==> config.mk <==
export PLATFORM = sky130hd
export DESIGN_NAME = uyvy_to_rgb24_stream_core_flat
export DESIGN_NICKNAME = d
export VERILOG_FILES = /design/src/u2r_pkg.sv /design/src/u2r_if.sv /design/src/uyvy_to_rgb24_stream_core.sv /design/src/u2r_front.sv /design/src/u2r_queue.sv /design/src/u2r_back.sv /design/src/flat_wrapper.sv
export SDC_FILE = /design/constraint.sdc
export NUM_CORES = 1
export LEC_CHECK = 0
export BUFFER_PORTS_ARGS = -buffer_cell sky130_fd_sc_hd__buf_4
export CORE_MARGIN = 5
export CORE_UTILIZATION = 40
export CTS_CLUSTER_DIAMETER = 120
export DETAILED_ROUTE_END_ITERATION = 7
export PLACE_DENSITY = 0.62
export SYNTH_ARGS = -nofsm -noshare
export SYNTH_HDL_FRONTEND = slang
export SYNTH_HIERARCHICAL = 1
export SYNTH_SLANG_ARGS = --single-unit
==> constraint.sdc <==
create_clock -name i_clk -period 6.85 [get_ports i_clk]
set_input_delay 0.685 -clock i_clk [delete_from_list [all_inputs] [get_ports i_clk]]
set_output_delay 0.685 -clock i_clk [all_outputs]
set_load 0.02 [all_outputs]
==> src/u2r_pkg.sv <==
// shared types, constants and functions of the uyvy to rgb24 stream converter
package u2r_pkg;

    localparam int unsigned Q_SHIFT  = 14;
    localparam int unsigned SUM_W    = 25;
    localparam int unsigned Q_DEPTH  = 2;
    localparam int unsigned QPTR_W   = (Q_DEPTH > 1) ? $clog2(Q_DEPTH) : 1;
    localparam int unsigned QCNT_W   = $clog2(Q_DEPTH + 1);

    localparam logic signed [15:0] K_RV = 16'sd23061;
    localparam logic signed [15:0] K_GU = 16'sd5661;
    localparam logic signed [15:0] K_GV = 16'sd11746;
    localparam logic signed [15:0] K_BU = 16'sd19299;
    localparam logic signed [8:0]  CHROMA_MID = 9'sd128;
    localparam logic [7:0]         PIX_MAX = 8'd255;

    typedef enum logic [1:0] {
        PH_U  = 2'd0,
        PH_Y0 = 2'd1,
        PH_V  = 2'd2,
        PH_Y1 = 2'd3
    } t_phase;

    // one complete 4:2:2 group
    typedef struct packed {
        logic [7:0] u;
        logic [7:0] v;
        logic [7:0] y0;
        logic [7:0] y1;
    } t_group;

    typedef struct packed {
        logic   push;
        t_group group;
    } t_q_write;

    typedef struct packed {
        logic   valid;
        t_group group;
    } t_q_head;

    // floor shift by Q_SHIFT, then clamp to 0..255
    function automatic logic [7:0] scale_clamp(input logic signed [SUM_W-1:0] sum);
        logic signed [SUM_W-Q_SHIFT-1:0] q;
        logic [7:0]                      res;
        q = sum[SUM_W-1:Q_SHIFT];
        if (q[SUM_W-Q_SHIFT-1]) begin
            res = 8'd0;
        end else if (|q[SUM_W-Q_SHIFT-2:8]) begin
            res = PIX_MAX;
        end else begin
            res = q[7:0];
        end
        return res;
    endfunction

endpackage

==> src/u2r_if.sv <==
// stream interfaces for the byte input and the pixel output
interface u2r_in_if;
    logic       valid;
    logic       ready;
    logic [7:0] data_byte;
    logic       group_start;

    modport source (output valid, output data_byte, output group_start, input ready);
    modport sink   (input valid, input data_byte, input group_start, output ready);
endinterface

interface u2r_out_if;
    logic       valid;
    logic       ready;
    logic [7:0] red;
    logic [7:0] green;
    logic [7:0] blue;
    logic       pair_last;

    modport source (output valid, output red, output green, output blue, output pair_last,
                    input ready);
    modport sink   (input valid, input red, input green, input blue, input pair_last,
                    output ready);
endinterface

==> src/uyvy_to_rgb24_stream_core.sv <==
// top level: uyvy byte stream in, rgb888 pixel pairs out
// the first pixel of a pair passes the group queue, the stage-1 register and the
//   output register after the Y1 byte transfer; the second follows unless the output stalls
// throughput: one byte per cycle while the queue is not full; the pixel pipeline
//   emits one pixel per cycle unless stalled; a 2-deep group queue absorbs stalls
// reset (synchronous, active low): byte phase expects U, queue and pipeline empty
module uyvy_to_rgb24_stream_core (
    input  logic        i_clk,
    input  logic        i_rst_n,
    u2r_in_if.sink      i_in,
    u2r_out_if.source   o_out
);

    u2r_pkg::t_q_write w_q_wr;
    u2r_pkg::t_q_head  w_q_head;
    logic              w_q_full;
    logic              w_q_pop;

    u2r_front u_front (
        .i_clk   (i_clk),
        .i_rst_n (i_rst_n),
        .i_in    (i_in),
        .i_q_full(w_q_full),
        .o_q_wr  (w_q_wr)
    );

    u2r_queue u_queue (
        .i_clk   (i_clk),
        .i_rst_n (i_rst_n),
        .i_wr    (w_q_wr),
        .i_pop   (w_q_pop),
        .o_full  (w_q_full),
        .o_head  (w_q_head)
    );

    u2r_back u_back (
        .i_clk   (i_clk),
        .i_rst_n (i_rst_n),
        .i_head  (w_q_head),
        .o_pop   (w_q_pop),
        .o_out   (o_out)
    );

endmodule

==> src/u2r_front.sv <==
// byte phase tracker that collects U, Y0, V, Y1 into groups
module u2r_front (
    input  logic                i_clk,
    input  logic                i_rst_n,
    u2r_in_if.sink              i_in,
    input  logic                i_q_full,
    output u2r_pkg::t_q_write   o_q_wr
);

    u2r_pkg::t_phase r_phase, n_phase;
    u2r_pkg::t_phase w_eff;
    logic [7:0]      r_u, r_y0, r_v;
    logic            w_acc;

    assign i_in.ready = !i_q_full;
    assign w_acc      = i_in.valid && i_in.ready;

    always_ff @(posedge i_clk) begin
        if (!i_rst_n) begin
            r_phase <= u2r_pkg::PH_U;
        end else begin
            r_phase <= n_phase;
        end
    end

    always_comb begin
        w_eff   = i_in.group_start ? u2r_pkg::PH_U : r_phase;
        n_phase = r_phase;
        o_q_wr.push     = 1'b0;
        o_q_wr.group.u  = r_u;
        o_q_wr.group.v  = r_v;
        o_q_wr.group.y0 = r_y0;
        o_q_wr.group.y1 = i_in.data_byte;
        if (w_acc) begin
            case (w_eff)
                u2r_pkg::PH_U:  n_phase = u2r_pkg::PH_Y0;
                u2r_pkg::PH_Y0: n_phase = u2r_pkg::PH_V;
                u2r_pkg::PH_V:  n_phase = u2r_pkg::PH_Y1;
                u2r_pkg::PH_Y1: begin
                    n_phase     = u2r_pkg::PH_U;
                    o_q_wr.push = 1'b1;
                end
                default:        n_phase = u2r_pkg::PH_U;
            endcase
        end
    end

    always_ff @(posedge i_clk) begin
        if (w_acc) begin
            case (w_eff)
                u2r_pkg::PH_U:  r_u  <= i_in.data_byte;
                u2r_pkg::PH_Y0: r_y0 <= i_in.data_byte;
                u2r_pkg::PH_V:  r_v  <= i_in.data_byte;
                default: ;
            endcase
        end
    end

endmodule

==> src/u2r_queue.sv <==
// short group queue between the byte front and the pixel back
module u2r_queue (
    input  logic                i_clk,
    input  logic                i_rst_n,
    input  u2r_pkg::t_q_write   i_wr,
    input  logic                i_pop,
    output logic                o_full,
    output u2r_pkg::t_q_head    o_head
);

    u2r_pkg::t_group                   r_mem [u2r_pkg::Q_DEPTH];
    logic [u2r_pkg::QPTR_W-1:0]        r_wr_ptr, r_rd_ptr;
    logic [u2r_pkg::QCNT_W-1:0]        r_count;
    logic                              w_pop;

    assign o_full       = (r_count == u2r_pkg::QCNT_W'(u2r_pkg::Q_DEPTH));
    assign o_head.valid = (r_count != '0);
    assign o_head.group = r_mem[r_rd_ptr];
    assign w_pop        = i_pop && o_head.valid;

    always_ff @(posedge i_clk) begin
        if (!i_rst_n) begin
            r_wr_ptr <= '0;
            r_rd_ptr <= '0;
            r_count  <= '0;
        end else begin
            if (i_wr.push) begin
                r_wr_ptr <= (r_wr_ptr == u2r_pkg::QPTR_W'(u2r_pkg::Q_DEPTH - 1))
                            ? '0 : r_wr_ptr + 1'b1;
            end
            if (w_pop) begin
                r_rd_ptr <= (r_rd_ptr == u2r_pkg::QPTR_W'(u2r_pkg::Q_DEPTH - 1))
                            ? '0 : r_rd_ptr + 1'b1;
            end
            case ({i_wr.push, w_pop})
                2'b10:   r_count <= r_count + 1'b1;
                2'b01:   r_count <= r_count - 1'b1;
                default: r_count <= r_count;
            endcase
        end
    end

    always_ff @(posedge i_clk) begin
        if (i_wr.push) begin
            r_mem[r_wr_ptr] <= i_wr.group;
        end
    end

endmodule

==> src/u2r_back.sv <==
// two-stage pixel pipeline: chroma products, then sums, shift and clamp
module u2r_back (
    input  logic                i_clk,
    input  logic                i_rst_n,
    input  u2r_pkg::t_q_head    i_head,
    output logic                o_pop,
    u2r_out_if.source           o_out
);

    localparam int unsigned SW = u2r_pkg::SUM_W;

    logic                  w_en;
    logic                  w_take;
    logic                  r_pix;
    logic signed [8:0]     w_u, w_v;

    logic                  r_s1_valid;
    logic [7:0]            r_s1_y;
    logic                  r_s1_last;
    logic signed [SW-1:0]  r_s1_rv, r_s1_gu, r_s1_gv, r_s1_bu;
    logic signed [SW-1:0]  w_base, w_sum_r, w_sum_g, w_sum_b;

    logic                  r_out_valid;
    logic [7:0]            r_red, r_green, r_blue;
    logic                  r_last;

    // whole pipeline moves when the output register is free or being drained
    assign w_en   = !r_out_valid || o_out.ready;
    assign w_take = w_en && i_head.valid;
    assign o_pop  = w_take && r_pix;

    assign w_u = $signed({1'b0, i_head.group.u}) - u2r_pkg::CHROMA_MID;
    assign w_v = $signed({1'b0, i_head.group.v}) - u2r_pkg::CHROMA_MID;

    always_ff @(posedge i_clk) begin
        if (!i_rst_n) begin
            r_pix       <= 1'b0;
            r_s1_valid  <= 1'b0;
            r_out_valid <= 1'b0;
        end else if (w_en) begin
            r_s1_valid  <= i_head.valid;
            r_out_valid <= r_s1_valid;
            if (i_head.valid) begin
                r_pix <= !r_pix;
            end
        end
    end

    always_ff @(posedge i_clk) begin
        if (w_take) begin
            r_s1_y    <= r_pix ? i_head.group.y1 : i_head.group.y0;
            r_s1_last <= r_pix;
            r_s1_rv   <= SW'(u2r_pkg::K_RV * w_v);
            r_s1_gu   <= SW'(u2r_pkg::K_GU * w_u);
            r_s1_gv   <= SW'(u2r_pkg::K_GV * w_v);
            r_s1_bu   <= SW'(u2r_pkg::K_BU * w_u);
        end
    end

    always_comb begin
        w_base  = $signed({{(SW - 8 - u2r_pkg::Q_SHIFT){1'b0}}, r_s1_y,
                           {u2r_pkg::Q_SHIFT{1'b0}}});
        w_sum_r = w_base + r_s1_rv;
        w_sum_g = w_base - r_s1_gu - r_s1_gv;
        w_sum_b = w_base + r_s1_bu;
    end

    always_ff @(posedge i_clk) begin
        if (w_en && r_s1_valid) begin
            r_red   <= u2r_pkg::scale_clamp(w_sum_r);
            r_green <= u2r_pkg::scale_clamp(w_sum_g);
            r_blue  <= u2r_pkg::scale_clamp(w_sum_b);
            r_last  <= r_s1_last;
        end
    end

    assign o_out.valid     = r_out_valid;
    assign o_out.red       = r_red;
    assign o_out.green     = r_green;
    assign o_out.blue      = r_blue;
    assign o_out.pair_last = r_last;

endmodule
==> src/flat_wrapper.sv <==
// flat-port wrapper written by rule: the top's interface ports become plain ports
module uyvy_to_rgb24_stream_core_flat 
  (i_clk, i_rst_n, i_in_valid, i_in_data_byte, i_in_group_start, i_in_ready, o_out_valid, o_out_red, o_out_green, o_out_blue, o_out_pair_last, o_out_ready);
  u2r_in_if i_in_i ();
  u2r_out_if o_out_i ();
  input  logic i_clk;
  input  logic i_rst_n;
  input wire logic [$bits(i_in_i.valid)-1:0] i_in_valid;
  input wire logic [$bits(i_in_i.data_byte)-1:0] i_in_data_byte;
  input wire logic [$bits(i_in_i.group_start)-1:0] i_in_group_start;
  output wire logic [$bits(i_in_i.ready)-1:0] i_in_ready;
  output wire logic [$bits(o_out_i.valid)-1:0] o_out_valid;
  output wire logic [$bits(o_out_i.red)-1:0] o_out_red;
  output wire logic [$bits(o_out_i.green)-1:0] o_out_green;
  output wire logic [$bits(o_out_i.blue)-1:0] o_out_blue;
  output wire logic [$bits(o_out_i.pair_last)-1:0] o_out_pair_last;
  input wire logic [$bits(o_out_i.ready)-1:0] o_out_ready;
  assign i_in_i.valid = i_in_valid;
  assign i_in_i.data_byte = i_in_data_byte;
  assign i_in_i.group_start = i_in_group_start;
  assign i_in_ready = i_in_i.ready;
  assign o_out_valid = o_out_i.valid;
  assign o_out_red = o_out_i.red;
  assign o_out_green = o_out_i.green;
  assign o_out_blue = o_out_i.blue;
  assign o_out_pair_last = o_out_i.pair_last;
  assign o_out_i.ready = o_out_ready;
  uyvy_to_rgb24_stream_core u_core (.i_clk(i_clk), .i_rst_n(i_rst_n), .i_in(i_in_i), .o_out(o_out_i));
endmodule
# --- Word level (Yosys, flattened, before mapping) ---
# Memory sizes are Yosys's and may differ from the RTL's. A register that Yosys moved wholly into a read port is not among the register bits.
# Index checks and enable logic that the tools add are counted.
classes:
  eq_ne: 6
  add_sub_neg: 10
  n_reduce_logical: 19
  n_mul: 4
  mux: 15
op_table:
  columns: ["op", "count"]
  rows:
  - ["$add A23 B25 Y25", 2]
  - ["$mul A16 B9 Y25 const A", 2]
  - ["$mul A14 B9 Y23 const A", 2]
  - ["$mux W8", 4]
  - ["$sub A23 B25 Y25", 1]
  - ["$sub A25 B25 Y25", 1]
  - ["$sub A8 B8 Y9 const B", 2]
  - ["$eq A2 B2 Y1 const B", 4]
  - ["$mux W1", 8]
  - ["$pmux W2 S4", 1]
  - ["$reduce_and A2 Y1", 4]
  - ["$reduce_or A2 Y1", 3]
  - ["$logic_and A1 B1 Y1", 5]
  - ["$eq A2 B1 Y1 const B", 2]
  - ["$pmux W2 S2", 1]
  - ["$reduce_bool A2 Y1", 2]
  - ["$logic_not A1 Y1", 3]
  - ["$add A1 B1 Y1 const B", 2]
  - ["$add A2 B1 Y2 const B", 1]
  - ["$logic_not A2 Y1", 1]
  - ["$mux W2", 1]
  - ["$sub A2 B1 Y2 const B", 1]
  - ["$logic_or A1 B1 Y1", 1]
totals:
  inputBits: 13
  wordCells: 75
  mem_bits_rw: 64
  mem_count: 1
  output_inout_bits: 27
  register_bits: 166
mem_list:
  columns: ["name", "words", "width", "rd", "rd_ports_with_merged_regs", "wr", "line", "source"]
  rows:
  - ["u_core.u_queue.r_mem", 2, 32, 1, 1, 1, "u2r_queue.sv:11", "u2r_pkg::t_group r_mem [u2r_pkg::Q_DEPTH];"]

# --- Longest topological paths before layout ---
logic_depth:
  ltp_word: 7
  depth_mapped: 22
  depth_no_buf: 20

# --- By module ---
# Netlist, hierarchy kept.
by_module_without_submodules:
  columns: ["mod", "n_inst", "cells_per_inst", "area_per_inst_um2", "seq_area_each_um2"]
  rows:
  - ["u2r_back", 1, 1190, 12767.2, 3123.0]
  - ["u2r_queue", 1, 123, 2527.4, 2021.9]
  - ["u2r_front", 1, 52, 968.4, 760.7]

# --- Worst setup path after synthesis ---
# OpenSTA, ideal clock, no wires.
synth_timing:
  path_type: "register to register"
  from: "reg (tool-made name)"
  to: "reg u_core.u_back.r_s1_gu[22], data pin"
  required_time_ns: 6.580
  path_buffers: 2
  stages_incl_launch_ff: 20
  arrival_time_ns: 5.417
  slack_ns: 1.163
  synth_period_minus_slack_ns: 5.687
  setup_ns: 0.270
  path_cell_list: "dfxtp_1 clkbuf_1 buf_2 mux2_2 inv_1 ha_1 inv_1 fa_1 fa_1 inv_1 ha_1 fa_1 a21o_1 a21oi_1 nor2b_1 o21a_1 o211a_1 or3_1 a2111oi_0 nor3b_1"
synth_lines:
  columns: ["item", "line", "source"]
  rows:
  - ["end signal: assignment", "u2r_back.sv:54", "r_s1_gu <= SW'(u2r_pkg::K_GU * w_u);"]
  - ["end: declaration", "u2r_back.sv:20", "logic signed [SW-1:0] r_s1_rv, r_s1_gu, r_s1_gv, r_s1_bu;"]

==> results.cfg <==
[run_status]
status = complete, no violations

[critical_path]
arrival_ns = 6.17
end_kind = flop
path_common_cell = fa_1
crit_path_start_kind = flop
path_class = flop to flop
cp.required_ns = 7.03
crit_fanout = 11
crit_slowest_cell = dfxtp_1
worstPathCellList = mux2_2, fa_1, ha_1, inv_1, fa_1, fa_1, inv_1, ha_1, fa_1, a21o_1, a21oi_1, nor2b_1, o21a_1, o211a_1, or3_1, a2111oi_0, nor3b_1
cp_slowest_stage_delay_ns = 0.61

[logic_synthesis]
avgSynthCellArea_sq_um = 11.9
syn_nets = 1778
synth-main-ff-cell = edfxtp_1
synth_top_family_by_area = adder cells
synthSimpleGateAreaFrac_pct = 6.39
synth_edf_count = 190
synth-seq-area-share_pct = 36.3
synthXorXnorAreaFrac_pct = 4.20
yosysUniqueCellTypes = 72
synth.area.mux_share_pct = 3.02
synth_compound_area_share_pct = 9.18
synthCells = 1365
yosysWarnings = 6
yosys.area_share.adder_pct = 35.3
synth-seq-cells = 200
async_flop_share_pct = 0
synth_area_sq_um = 16300

[power]
p_per_area_nw_per_um2 = 135
p_leak_uw = 0.00814
vdd_drop_max_mv = 0.240

[routing]
num_vias = 9730
routedWlPerCell_um = 15.3
drt_wl_total_mm = 30.0
initialDrtViolationCount = 383
first_pass_iters = 4
drc = 0
routed_via_density = 4.97
ant_nets = 0

[sta]
clock.fmax_mhz = 167
fin_tns_setup_ns = 0
min_period_ns = 5.99
fin_crit_sh_pct = 87.5
slew_headroom_pct = 33.4
finalHoldViolCount = 0
timing_max_transition_violations_final = 0
setup_viol = 0
max_slew.worst_pin.slew_ns = 1.00
fin_skew_ns = 0.0127
holdWs_ns = 0.429
rsz0062_at_grt = false

[layout]
fillCellCount = 3665
layout-drive-gt1-share_pct = 10.1
final_cell_mix = ha_1 (303), inv_1 (219), edfxtp_1 (190)
area_growth_pct = 9.39
fin_nets = 1831
layout_commonest_cell = ha_1

[global_routing]
grt_max_degree = 78
grt.overflow.total = 0
grt_usage_pct = 13.8
grt_pass1_wl_mm = 49.7
antenna_found_initial = 2
grt_pass1_vias = 9873

[clock_network]
clock_latency_ns = 0.44
clkTransAtPathRegs_ns = 0.08
htree_levels = 4
postCtsSetupBuffers = 0
hold_buffers = 0
clkSinkCount = 200
cts_buffers = 17
cts_tree = yes
ctsResizeCount = 0
clockRootBuffer = clkbuf_16
clock_path_buffers = 2

[die]
die-area_sq_um = 44800
fp.coreArea_sq_um = 40000
die_w_um = 212
fp-row-count = 73
die_h_um = 212
num_io_pins = 40
start_util_pct = 40.7

[hold_path]
hold_path_class = flop to flop

[place]
gp_congestion = 0.885
port_buffers = 39
hpwl_mm = 24.8

[flow_run]
maxCapViolations = 0
## synthesized netlist by cell type (10+ instances only)
library cell	number	share of area [%]
mux2_2	38	2.6
nor2_1	37	0.85
nand3_1	10	0.31
inv_1	220	5.1
o21a_1	17	0.78
o21ai_0	31	0.95
a21oi_1	46	1.4
xor2_1	19	1.0
nor3_1	17	0.52
o211ai_1	20	0.92
fa_1	97	12
nand2b_1	12	0.46
nand2_1	38	0.88
dfxtp_1	10	1.2
ha_1	303	23
o21bai_1	14	0.65
edfxtp_1	190	35
nor2b_1	17	0.65
xnor2_1	59	3.2
and3_1	10	0.38
a21o_1	30	1.4
## power breakdown
part | switching (uW) | total (uW) | leakage (uW) | internal, uW
clock | 472 | 990 | 0.000289 | 518
combinational | 43.9 | 77.6 | 0.00606 | 33.7
sequential | 3.05 | 1340 | 0.00179 | 1330
## state kept, by name, indices dropped and copies added (netlist names), 11 cells and up, named ones only
signal                 cells
u_core/u_queue/r_mem      64
u_core/u_back/r_s1_gv     21
u_core/u_back/r_s1_bu     11
u_core/u_back/r_s1_rv     13
u_core/u_back/r_s1_gu     23
## final cells by class
cell class / count / area (sq um) / area share [%]
Sequential cell: 200 / 5910 / 33.2
Clock buffer: 17 / 425 / 2.39
Multi-Input combinational cell: 929 / 9440 / 53.1
Inverter: 221 / 830 / 4.66
Timing Repair Buffer: 49 / 368 / 2.07
Tap cell: 525 / 657 / 3.69
Clock inverter: 15 / 163 / 0.914
Antenna cell: 1 / 2.50 / 0.0141
## cells by family after synthesis
family          after synthesis
compound gates              213
xor+xnor                     78
fa+ha+maj                   400
buf+inv                     236
flops                       200
mux                          44
simple gates                194
## per-layer routing
layer	wire length [um]	track usage, %	up-vias	part of all wire (%)
li1	-	-	4902	-
met1	14800	19.4	4686	49
met2	13800	22.6	118	46
met3	1010	2.59	24	3.4
met4	336	2.89	0	1.1
met5	0	0	-	0
## final timing paths
path / from / depth (start not counted) / slack [ns] / end
max: flop / 17 / 0.86 / u_core/u_back/r_s1_gu[22]
min reg2reg: u_core/u_back/r_s1_last / 0 / 0.43 / u_core/u_back/o_out.pair_last
min: u_core/u_back/r_s1_last / 0 / 0.43 / u_core/u_back/o_out.pair_last
max reg2reg: flop / 17 / 0.86 / u_core/u_back/r_s1_gu[22]
## per-stage QoR
stage	std cells	setup slack, ns	instance area (sq um)	utilization (%)	total power (uW)
2_1_floorplan	1365	1.16	16300	-	1420
3_3_place_gp	1924	1.00	17200	43.0	1440
3_5_place_dp	1924	0.851	17200	43.0	1440
4_1_cts	1956	0.820	17800	44.5	2440
5_1_grt	1956	0.509	17800	44.5	2490
6_report	1957	0.858	17800	44.5	2400
## worst max-delay path, delay by kind of cell (launching register included)
kind,cells,cell delay (ns)
muxes,1,0.51
AOI/OAI and AO/OA,5,1.30
buffers and inverters,2,0.09
and+or+nand+nor,3,0.59
DFF,1,0.61
adders and majority gates,6,2.61
Note: power is estimated with default switching activity, not from simulation.
